### src/bcie_ram.sv
module bcie_ram #(
  parameter int WIDTH = 8,
  parameter int DEPTH = 256
) (
  input  logic                     clk,
  input  logic                     we,
  input  logic [$clog2(DEPTH)-1:0] waddr,
  input  logic [WIDTH-1:0]         wdata,
  input  logic [$clog2(DEPTH)-1:0] raddr,
  output logic [WIDTH-1:0]         rdata
);

  logic [WIDTH-1:0] mem [DEPTH];

  always_ff @(posedge clk) begin
    if (we) begin
      mem[waddr] <= wdata;
    end
    rdata <= mem[raddr];
  end

endmodule

### config.mk
export PLATFORM = sky130hd
export DESIGN_NAME = bcie_ram
export DESIGN_NICKNAME = d
export VERILOG_FILES = /design/src/bcie_ram.sv
export SDC_FILE = /design/constraint.sdc
export NUM_CORES = 2
export LEC_CHECK = 0
export BUFFER_PORTS_ARGS = -buffer_cell sky130_fd_sc_hd__buf_2
export CAP_MARGIN = 10
export CORE_MARGIN = 8
export CORE_UTILIZATION = 25
export DETAILED_ROUTE_END_ITERATION = 10
export GPL_TIMING_DRIVEN = 0
export PLACE_DENSITY = 0.39
export SLEW_MARGIN = 25
export SYNTH_ARGS = -nofsm -noshare
export SYNTH_HDL_FRONTEND = slang
export SYNTH_SLANG_ARGS = --single-unit
### constraint.sdc
create_clock -name clk -period 1.95 [get_ports clk]
set_input_delay 0.0975 -clock clk [delete_from_list [all_inputs] [get_ports clk]]
set_output_delay 0.0975 -clock clk [all_outputs]
set_load 0.02 [all_outputs]
==> flow_summary.toml <==
[worst_setup_path]
startpoint_type = "flip-flop"
worst_ep_required_time_ns = 2.70
timing.rr.start = "mem[83][6]$_DFFE_PP_"
critPathMaxStageDelay_ns = 0.49
endpoint_kind = "flip-flop"
critPathKind = "flip-flop to flip-flop"
crit_start = "mem[83][6]$_DFFE_PP_"
ff2ff_path_depth = 6
crit-reg2reg-capture = "rdata[6]$_DFF_P_"
reg2reg_slack_ns = -0.68
path_max_fanout = 1
cpMaxStageDelayCell = "mux4_2"
path_cells = "mux4_2 -> a22o_4 -> a221oi_4 -> o32ai_4 -> nor3_4 -> nor4_4"
setup.worst_path.end = "rdata[6]$_DFF_P_"
worst_ep_arrival_time_ns = 3.38

[yosys]
ys_seq_elements = 2056
synth_commonest_cells = "2048 x edfxtp_1, 454 x mux4_2, 282 x nor2_1, 134 x mux2i_1, 133 x a22oi_1"
synth_area_per_cell_sq_um = 21.3
synthSimpleGateAreaFrac_pct = 2.63
ys.flop_type = "edfxtp_1"
synth_adder_area_share_pct = 0
synth_compound_area_share_pct = 3.42
yosysMostFrequentCell = "edfxtp_1"
async_flop_share_pct = 0
synth_cell_types = 55
syn_area_sq_um = 79600
syn_inst = 3733
yosys-mux-area-fraction_pct = 14.6
yosysTopAreaCell = "edfxtp_1"
synth_top_family_by_area = "multiplexers"
ys_seq_area_share_pct = 77.5
yosysWarnings = 0
synth_edf_count = 2048
syn-num-nets = 3759
synth_xor_xnor_area_share_pct = 0
synth.top_cells.by_area = "edfxtp_1 77%, mux4_2 13%, mux2i_1 1.7%"
post-synth-top-area-fraction_pct = 77.3

[placed_design]
routabilityCongestion = 0.877
place_hpwl_mm = 201
port_buffers = 26

[floorplanning]
initial_core_util_pct = 25.1
fp.dieW_um = 580
fp.dieH_um = 580
num_rows = 207
die_area_sq_um = 337000
io_pins = 34
core_sq_um = 317000

[clock_network]
numCtsBuffers = 229
path_clk_slew_ns = 0.06
clockBufferDepth = 4
cts_tree = "yes"
clk_latency_ns = 0.93
cts_max_level = 4
clockRootBuffer = "clkbuf_16"
clock-sinks = 2056

[route]
vias = 40900
drt_wl_total_mm = 291
ant_nets = 0
vias_per_cell = 4.85
dr.first_iter.drc_count = 4667
firstDrtPassIters = 5
drc_errors = 0
wl_per_cell_um = 34.5

[sta]
rsz0062_at_grt = "yes"
max_slew_margin_pct = 19.3
hold_violations = 0
finClkSkew_ns = 0.0786
tightest_slew_ns = 1.21
fin_crit_sh_pct = 135
final.min_clock_period_ns = 2.63
max_freq_mhz = 381
holdWs_ns = 0.0365
setup_viol_count_final = 52
finalWorstSetupSlack_ns = -0.677
slew_viol_final = 0

[finish]
drive_gt1_share_pct = 32.4
multiInputGateArea_sq_um = 18100
register_area_sq_um = 61700
nets = 4093
fill_cells = 30700
utilization_pct = 30.1
area_delta_synth_final_pct = 20.1

[run_status]
status = "finished with violations"
violations = "negative setup slack"

[pwr]
peakVddDrop_mv = 0.734
power_density_nw_per_um2 = 1020
p_leak_uw = 0.0288

[run]
cap_violations = 0

[global_route]
grt_usage_pct = 16.7
antenna_found_initial = 33
grt_max_degree = 105
grt.overflow.total = 0
grt_pass1_vias = 41200
grt_first_pass_wirelength_mm = 387

[min_path]
hold_path_class = "input pin to flip-flop"
[where the power goes]
group / internal (uW) / total, uW / switching (uW) / leakage (uW)
sequential: 48700 / 48700 / 25.9 / 0.0185
clock: 23900 / 42000 / 18000 / 0.00344
combinational: 1940 / 6290 / 4350 / 0.00688
[logic make-up (layout without fill, tap and decap cells)]
logic type	count (synthesis)	after routing
muxes	591	591
other	0	8
AOI/OAI and AO/OA	385	385
and+or+nand+nor	466	466
DFF	2056	2056
buffers and inverters	235	747
[routing by layer]
layer	global-route usage [%]	part of all wire, %	routed length, um	vias up
li1	-	-	-	16400
met1	23.5	45	130000	22700
met2	26.7	47	136000	1412
met3	2.47	5.4	15800	363
met4	5.35	3.4	9850	2
met5	0	0.0041	12	-
[through the flow]
stage	TNS [ns]	setup WS, ns	instances	total power (uW)	area [sq um]
final	-5.43	-0.677	8433	97000	95600
after global routing	-3.73	-0.552	8429	99500	95600
after detailed placement	-2823.18	-3.01	7996	55700	86600
after floorplan	-0.0000245	-0.0000245	3733	52100	79700
after global placement	-9713.38	-4.16	7939	55500	85000
after CTS	-4.18	-0.537	8425	97900	95300
[worst min path at each step]
| stage | end | cells past startpoint | start |
|---|---|---|---|
| floorplan | mem[0][0]$_DFFE_PP_ | 0 | wdata[0] |
| global placement | rdata[3] | 1 | rdata[3]$_DFF_P_ |
| detailed placement | mem[24][1]$_DFFE_PP_ | 1 | wdata[1] |
| CTS | mem[174][3]$_DFFE_PP_ | 3 | waddr[3] |
| global route | mem[27][7]$_DFFE_PP_ | 3 | waddr[1] |
| finish | mem[27][7]$_DFFE_PP_ | 3 | waddr[1] |
[registers in the layout, indices dropped and copies added (netlist names)]
register	count
rdata	8
mem	2048
[placed cells by master (no fill, tap or decap), drive strengths merged, types with 6 or more instances in the layout]
| cell | instances |
|---|---|
| edfxtp | 2048 |
| mux4 | 456 |
| clkbuf | 408 |
| nor2 | 282 |
| buf | 214 |
| mux2i | 134 |
| a22oi | 133 |
| a21oi | 96 |
| clkinv | 84 |
| o221ai | 47 |
| nand3 | 34 |
| nand2 | 33 |
| nor2b | 31 |
| o22ai | 28 |
| nor4 | 27 |
| nor3 | 22 |
| bufinv | 17 |
| a211oi | 16 |
| a221oi | 14 |
| dlygate4sd3 | 12 |
| o21ai | 12 |
| nand4 | 10 |
| o211ai | 10 |
| diode | 8 |
| dfxtp | 8 |
| nand2b | 8 |
| a22o | 8 |
| and2 | 6 |
| clkinvlp | 6 |
| inv | 6 |
[timing repair]
action	CTS	global route
endpoints found under the setup margin	1928	408
buffers inserted	9	0
hold endpoints to repair	1126	0
gates resized for setup	375	73
pin swaps	27	17
gates cloned	0	0
hold buffers	12	0
[final cells by class]
cell class / instances / share of cell area [%]
multi-input cells: 1442 / 18.9
plain buffers: 233 / 1.92
clock inverters: 111 / 1.10
diodes: 8 / 0.0209
inverters: 2 / 0.00786
well taps: 4180 / 5.47
clock buffers: 298 / 6.31
repair buffers: 103 / 1.72
flip-flops and latches: 2056 / 64.5
[critical path: cells and delay by family, from the launching register on]
| family | cells | cell delay (ns) |
|---|---|---|
| compound gates | 3 | 1.00 |
| simple gates | 2 | 0.62 |
| mux | 1 | 0.49 |
| flops | 1 | 0.36 |
No activity file was read; power rests on OpenSTA's default activity.
