===== src/bcie_pkg.sv =====
package bcie_pkg;

  localparam int RAM_DEPTH   = 256;
  localparam int STACK_DEPTH = 256;
  localparam int RAM_AW      = $clog2(RAM_DEPTH);
  localparam int SP_W        = $clog2(STACK_DEPTH);
  localparam int NUM_REGS    = 10;
  localparam int REG_IW      = $clog2(NUM_REGS);
  localparam int LEN_W       = 9;
  localparam logic [LEN_W-1:0] LEN_RESET = LEN_W'(256);

  localparam int REG_OUT  = 5;
  localparam int REG_ADDR = 6;
  localparam int REG_PC   = 9;

  localparam logic [7:0] SEL_ZERO  = 8'd0;
  localparam logic [7:0] SEL_ADDR  = 8'd6;
  localparam logic [7:0] SEL_RAM   = 8'd7;
  localparam logic [7:0] SEL_STACK = 8'd8;
  localparam logic [7:0] SEL_PC    = 8'd9;

  localparam logic [5:0] OP_ADD  = 6'd0;
  localparam logic [5:0] OP_SUB  = 6'd1;
  localparam logic [5:0] OP_OR   = 6'd2;
  localparam logic [5:0] OP_NOR  = 6'd3;
  localparam logic [5:0] OP_AND  = 6'd4;
  localparam logic [5:0] OP_NAND = 6'd5;
  localparam logic [5:0] OP_XOR  = 6'd6;
  localparam logic [5:0] OP_XNOR = 6'd7;
  localparam logic [5:0] OP_SHL  = 6'd8;
  localparam logic [5:0] OP_SHR  = 6'd9;
  localparam logic [5:0] OP_ROL  = 6'd10;
  localparam logic [5:0] OP_ROR  = 6'd11;
  localparam logic [5:0] OP_BEQ  = 6'd12;
  localparam logic [5:0] OP_BNE  = 6'd13;
  localparam logic [5:0] OP_BGE  = 6'd14;
  localparam logic [5:0] OP_BLT  = 6'd15;
  localparam logic [5:0] OP_BGT  = 6'd16;
  localparam logic [5:0] OP_BLE  = 6'd17;
  localparam logic [5:0] OP_BCS  = 6'd18;
  localparam logic [5:0] OP_BCC  = 6'd19;
  localparam logic [5:0] OP_BMI  = 6'd20;
  localparam logic [5:0] OP_BPL  = 6'd21;
  localparam logic [5:0] OP_BZS  = 6'd22;
  localparam logic [5:0] OP_BZC  = 6'd23;
  localparam logic [5:0] OP_HALT = 6'd63;

  localparam logic [1:0] RS_RUN     = 2'd0;
  localparam logic [1:0] RS_HALT    = 2'd1;
  localparam logic [1:0] RS_INVALID = 2'd2;
  localparam logic [1:0] RS_RANGE   = 2'd3;

  typedef struct packed {
    logic [7:0] dest_select;
    logic [7:0] src_a;
    logic [7:0] src_b;
    logic [5:0] opcode;
    logic       a_is_immediate;
    logic       b_is_immediate;
  } in_item_t;

  typedef struct packed {
    logic [7:0] next_pc;
    logic [1:0] run_state;
    logic [7:0] written_value;
    logic       carry_flag;
    logic       zero_flag;
    logic       negative_flag;
    logic [7:0] reg_five;
  } out_item_t;

  typedef struct packed {
    logic carry;
    logic zero;
    logic negative;
  } flags_t;

  typedef struct packed {
    logic [7:0] value;
    logic       carry;
    logic       take;
  } alu_out_t;

endpackage


===== src/bcie_alu.sv =====
module bcie_alu import bcie_pkg::*; (
  input  logic [5:0] opcode,
  input  logic [7:0] a,
  input  logic [7:0] b,
  input  flags_t     flags,
  output alu_out_t   res
);

  logic [8:0] sum;

  assign sum = {1'b0, a} + {1'b0, b};

  always_comb begin
    res = '0;
    unique case (opcode)
      OP_ADD: begin
        res.value = sum[7:0];
        res.carry = sum[8];
      end
      OP_SUB: begin
        res.value = a - b;
        res.carry = (a >= b);
      end
      OP_OR:   res.value = a | b;
      OP_NOR:  res.value = ~(a | b);
      OP_AND:  res.value = a & b;
      OP_NAND: res.value = ~(a & b);
      OP_XOR:  res.value = a ^ b;
      OP_XNOR: res.value = ~(a ^ b);
      OP_SHL: begin
        res.value = {a[6:0], 1'b0};
        res.carry = a[7];
      end
      OP_SHR: begin
        res.value = {1'b0, a[7:1]};
        res.carry = a[0];
      end
      OP_ROL: begin
        res.value = {a[6:0], a[7]};
        res.carry = a[7];
      end
      OP_ROR: begin
        res.value = {a[0], a[7:1]};
        res.carry = a[0];
      end
      OP_BEQ: res.take = (a == b);
      OP_BNE: res.take = (a != b);
      OP_BGE: res.take = (a >= b);
      OP_BLT: res.take = (a < b);
      OP_BGT: res.take = (a > b);
      OP_BLE: res.take = (a <= b);
      OP_BCS: res.take = flags.carry;
      OP_BCC: res.take = !flags.carry;
      OP_BMI: res.take = flags.negative;
      OP_BPL: res.take = !flags.negative;
      OP_BZS: res.take = flags.zero;
      OP_BZC: res.take = !flags.zero;
      default: res = '0;
    endcase
  end

endmodule


===== config.mk =====
export PLATFORM = sky130hd
export DESIGN_NAME = bcie_alu
export DESIGN_NICKNAME = d
export VERILOG_FILES = /design/src/bcie_pkg.sv /design/src/bcie_alu.sv
export SDC_FILE = /design/constraint.sdc
export NUM_CORES = 1
export LEC_CHECK = 0
export BUFFER_PORTS_ARGS = -buffer_cell sky130_fd_sc_hd__buf_2
export CORE_MARGIN = 1.5
export CORE_UTILIZATION = 30
export DETAILED_ROUTE_END_ITERATION = 12
export GPL_TIMING_DRIVEN = 0
export PLACE_DENSITY = 0.5
export SYNTH_ARGS = -nofsm -noshare
export SYNTH_HDL_FRONTEND = slang
export SYNTH_SLANG_ARGS = --single-unit
export TNS_END_PERCENT = 10

===== constraint.sdc =====
create_clock -name vclk -period 1.9
set_input_delay 0.19 -clock vclk [all_inputs]
set_output_delay 0.19 -clock vclk [all_outputs]
set_load 0.01 [all_outputs]

==> impl_results.html <==
<table>
<tr><th>Metric</th><th>Value</th></tr>
<tr><th colspan="2">Outcome</th></tr>
<tr><td>Outcome</td><td>finished with violations</td></tr>
<tr><td>Violations in the final reports</td><td>negative setup slack</td></tr>
<tr><th colspan="2">Yosys</th></tr>
<tr><td>Area share of and/or/nand/nor cells after synthesis</td><td>21.8%</td></tr>
<tr><td>Combined area of all synthesized cells</td><td>1740 um2</td></tr>
<tr><td>Multiplexer area fraction after synthesis</td><td>3.52%</td></tr>
<tr><td>Complex-gate fraction of the synthesized area</td><td>31.4%</td></tr>
<tr><td>Synth Area in XOR/XNOR</td><td>7.04%</td></tr>
<tr><td>Dominant combinational cell family by area after synthesis</td><td>compound AO/OA/AOI/OAI gates</td></tr>
<tr><td>Synth Net Count</td><td>295</td></tr>
<tr><td>Number of unique standard cell types used by synthesis</td><td>56</td></tr>
<tr><td>Average cell area after synthesis</td><td>7.26 um2</td></tr>
<tr><td>Portion of the post-synthesis area used by sequential elements</td><td>0%</td></tr>
<tr><td>Synth warn</td><td>0</td></tr>
<tr><td>Synth Area in Adders</td><td>22.4%</td></tr>
<tr><td>Post-Synthesis Cells</td><td>240</td></tr>
<tr><th colspan="2">STA</th></tr>
<tr><td>Share of the clock period used by the worst path</td><td>115%</td></tr>
<tr><td>Number of pins exceeding their max-slew limit in the final report</td><td>0</td></tr>
<tr><td>Relative slew slack</td><td>55.0%</td></tr>
<tr><td>Final hold viol count</td><td>0</td></tr>
<tr><td>Maximum clock rate</td><td>459 MHz</td></tr>
<tr><td>Tmin final</td><td>2.18 ns</td></tr>
<tr><td>Minimum setup slack in the final design</td><td>-0.278 ns</td></tr>
<tr><td>Final-report setup violation count</td><td>7</td></tr>
<tr><td>RSZ-0062 raised after global routing</td><td>true</td></tr>
<tr><td>Tightest Pin Transition</td><td>0.671 ns</td></tr>
<tr><td>Min Hold Slack</td><td>0.811 ns</td></tr>
<tr><th colspan="2">Routing</th></tr>
<tr><td>Number of optimization iterations in the first detailed-route pass</td><td>5</td></tr>
<tr><td>Amount of wire on met3 after detailed routing</td><td>300 um</td></tr>
<tr><td>Sum of routed wire segments on met1</td><td>2740 um</td></tr>
<tr><td>DRC errors left</td><td>0</td></tr>
<tr><td>Routed wirelength normalized by instance count</td><td>16.7 um</td></tr>
<tr><td>Highest Signal Layer</td><td>met3</td></tr>
<tr><td>Total via count after detailed routing</td><td>1960</td></tr>
<tr><td>Antenna violation net count after detailed routing</td><td>0</td></tr>
<tr><td>Avg Vias per Cell</td><td>5.58</td></tr>
<tr><td>Total Routed Length</td><td>5860 um</td></tr>
<tr><td>Number of DRC violations after detailed-routing iteration 0</td><td>132</td></tr>
<tr><td>Met2 wire len</td><td>2820 um</td></tr>
<tr><th colspan="2">GRT</th></tr>
<tr><td>Vias in the first global route</td><td>1842</td></tr>
<tr><td>Antenna violations before repair</td><td>0</td></tr>
<tr><td>Global-route usage over all layers</td><td>18.9%</td></tr>
<tr><td>Total gr overflow</td><td>0</td></tr>
<tr><td>Wire length of the first global-routing pass</td><td>9530 um</td></tr>
<tr><td>Pin count of the biggest net entering global routing</td><td>11</td></tr>
<tr><th colspan="2">Cells and area</th></tr>
<tr><td>Fraction of final layout cells with drive strength greater than 1</td><td>36.9%</td></tr>
<tr><td>Final layout net count</td><td>336</td></tr>
<tr><td>Total area of multi-input combinational cells</td><td>1710 um2</td></tr>
<tr><td>Filler cell count</td><td>599</td></tr>
<tr><td>Most frequent standard cell in the layout excluding fill and tap cells</td><td>sky130_fd_sc_hd__buf_2</td></tr>
<tr><td>Total number of sequential cells</td><td>0</td></tr>
<tr><td>Count of clock buffers in the final design</td><td>0</td></tr>
<tr><td>Commonest cells after routing, fill and taps aside</td><td>sky130_fd_sc_hd__buf_2 (28), sky130_fd_sc_hd__nor2_1 (23), sky130_fd_sc_hd__ha_1 (18), sky130_fd_sc_hd__o21ai_0 (14), sky130_fd_sc_hd__xnor2_1 (13)</td></tr>
<tr><td>Area of all sequential standard cells</td><td>0 um2</td></tr>
<tr><td>Count of inserted antenna diode cells</td><td>0</td></tr>
<tr><td>Area growth from synthesis to final layout</td><td>34.0%</td></tr>
<tr><td>Final cell area excluding filler cells</td><td>2330 um2</td></tr>
<tr><td>Filler-free cell count of the finished design</td><td>351</td></tr>
<tr><th colspan="2">Critical path</th></tr>
<tr><td>Launch point of the worst path</td><td>a[1]</td></tr>
<tr><td>Critical Path Start Type</td><td>input pin</td></tr>
<tr><td>CP Data Required Time</td><td>1.71 ns</td></tr>
<tr><td>Critical Path Fanout Max</td><td>5</td></tr>
<tr><td>Crit path capture type</td><td>output pin</td></tr>
<tr><td>Critical path data arrival time</td><td>1.99 ns</td></tr>
<tr><td>Critical setup path kind</td><td>in2out</td></tr>
<tr><th colspan="2">Power and ir drop</th></tr>
<tr><td>Overall Power</td><td>0.591 mW</td></tr>
<tr><td>Net Switching</td><td>0.316 mW</td></tr>
<tr><td>Cell internal pwr</td><td>0.275 mW</td></tr>
<tr><td>Clk network pwr share</td><td>0%</td></tr>
<tr><td>IR drop worst, VDD</td><td>98.2 uV</td></tr>
<tr><td>Sequential cell fraction of total power</td><td>0%</td></tr>
<tr><td>Sw Share</td><td>53.4%</td></tr>
<tr><td>Leak pwr</td><td>0.947 nW</td></tr>
<tr><td>Comb power frac</td><td>100.0%</td></tr>
<tr><td>Pwr Density</td><td>253 nW/um2</td></tr>
<tr><th colspan="2">Place</th></tr>
<tr><td>DP Wirelength</td><td>4430 um</td></tr>
<tr><td>Post-detailed-placement cell area</td><td>2090 um2</td></tr>
<tr><td>Routability congestion estimate</td><td>0.836</td></tr>
<tr><td>Placed Cells</td><td>345</td></tr>
<tr><td>Pre-CTS setup slack</td><td>-0.492 ns</td></tr>
<tr><td># port buffers</td><td>33</td></tr>
<tr><th colspan="2">Clock tree</th></tr>
<tr><td>Quantity of hold-fixing buffers added after cts</td><td>0</td></tr>
<tr><th colspan="2">Die</th></tr>
<tr><td>Area of the die</td><td>6270 um2</td></tr>
<tr><td>Die width</td><td>79.2 um</td></tr>
<tr><td>Height of the die</td><td>79.2 um</td></tr>
<tr><td>Std-Cell Core Area</td><td>5540 um2</td></tr>
<tr><td>Num ports</td><td>35</td></tr>
<tr><td>Initial core utilization</td><td>31.4%</td></tr>
<tr><td>Number of standard-cell rows in the floorplan</td><td>27</td></tr>
<tr><th colspan="2">Worst hold path</th></tr>
<tr><td>Endpoint, Worst Hold</td><td>res[0]</td></tr>
<tr><td>Startpoint of the tightest hold check path</td><td>opcode[3]</td></tr>
<tr><td>Path type of the worst min-delay path</td><td>in2out</td></tr>
<tr><td>Hold Crit Depth</td><td>4</td></tr>
<tr><th colspan="2">Run</th></tr>
<tr><td>Number of violations of the max-capacitance limit</td><td>0</td></tr>
</table>
[stage by stage]
| step | setup TNS (ns) | utilization [%] |
|---|---|---|
| floorplan | -0.111 | - |
| global placement | -3.07 | 37.7 |
| detailed placement | -2.88 | 37.7 |
| CTS | -1.29 | 41.6 |
| global route | -1.91 | 42.1 |
| finish | -1.29 | 42.1 |
[layout make-up]
class                           instances  area share, %
Multi-Input combinational cell        201           73.2
Buffer                                 13           5.74
Inverter                               23           4.72
Tap cell                               72           3.86
Timing Repair Buffer                   42           12.4
[per-layer routing]
metal / GRT usage [%] / vias to the layer above
li1: - / 963
met1: 26.9 / 930
met2: 33.4 / 67
met3: 0 / 0
met4: 0.702 / 0
met5: 0 / -
[timing repair]
action	CTS	global route
setup buffers	9	0
pin swaps	23	2
endpoints found under the setup margin	10	9
gates cloned	0	0
resized for setup	50	6
[cells in the mapped netlist, types with 3 or more instances]
cell / count / share of area, %
sky130_fd_sc_hd__nand2_1: 11 / 2.4
sky130_fd_sc_hd__mux2i_1: 5 / 2.9
sky130_fd_sc_hd__o31ai_1: 3 / 1.3
sky130_fd_sc_hd__inv_1: 23 / 5.0
sky130_fd_sc_hd__buf_2: 5 / 1.4
sky130_fd_sc_hd__o211ai_1: 3 / 1.3
sky130_fd_sc_hd__nor2_1: 23 / 5.0
sky130_fd_sc_hd__clkbuf_8: 5 / 4.0
sky130_fd_sc_hd__o21ai_0: 18 / 5.2
sky130_fd_sc_hd__o221ai_1: 3 / 1.5
sky130_fd_sc_hd__a221oi_1: 6 / 3.0
sky130_fd_sc_hd__nor2b_1: 3 / 1.1
sky130_fd_sc_hd__nand3_1: 7 / 2.0
sky130_fd_sc_hd__o21ai_1: 3 / 0.86
sky130_fd_sc_hd__a31oi_1: 4 / 1.4
sky130_fd_sc_hd__xnor2_1: 14 / 7.0
sky130_fd_sc_hd__ha_1: 28 / 20
sky130_fd_sc_hd__nor4_1: 3 / 1.1
sky130_fd_sc_hd__nor3b_1: 3 / 1.3
sky130_fd_sc_hd__a21oi_1: 14 / 4.0
sky130_fd_sc_hd__buf_6: 5 / 3.2
sky130_fd_sc_hd__nor3_1: 8 / 2.3
sky130_fd_sc_hd__a211oi_1: 4 / 1.7
[worst max-delay path, stage by stage]
cell and delay [ns]:
sky130_fd_sc_hd__buf_8 0.08, sky130_fd_sc_hd__clkinvlp_4 0.12, sky130_fd_sc_hd__ha_4 0.29, sky130_fd_sc_hd__or4_4 0.49, sky130_fd_sc_hd__buf_4 0.15, sky130_fd_sc_hd__a21oi_2 0.15, sky130_fd_sc_hd__nor3_1 0.06, sky130_fd_sc_hd__a211oi_1 0.21
sky130_fd_sc_hd__a21o_1 0.13, sky130_fd_sc_hd__buf_2 0.12
[power by group through the flow]
stage	registers (mW)	clock network, mW	logic, mW
3_3_place_gp	0	0	0.512
4_1_cts	0	0	0.571
3_5_place_dp	0	0	0.511
5_1_grt	0	0	0.646
2_1_floorplan	0	0	0.361
6_report	0	0	0.591
[cell families (layout without fill, tap and decap cells)]
group / after synthesis / count (layout)
AO/OA/AOI/OAI: 80 / 80
XOR/XNOR: 14 / 14
adder cells (fa/ha/maj): 30 / 30
buffers and inverters: 39 / 78
multiplexers: 6 / 6
AND/OR/NAND/NOR: 71 / 71
[worst max path at each step]
stage / endpoint / depth (start not counted)
2_1_floorplan: res[0] / 8
3_3_place_gp: res[8] / 11
3_5_place_dp: res[8] / 11
4_1_cts: res[0] / 9
5_1_grt: res[0] / 9
6_report: res[1] / 10
Note: power is estimated with default switching activity, not from simulation.
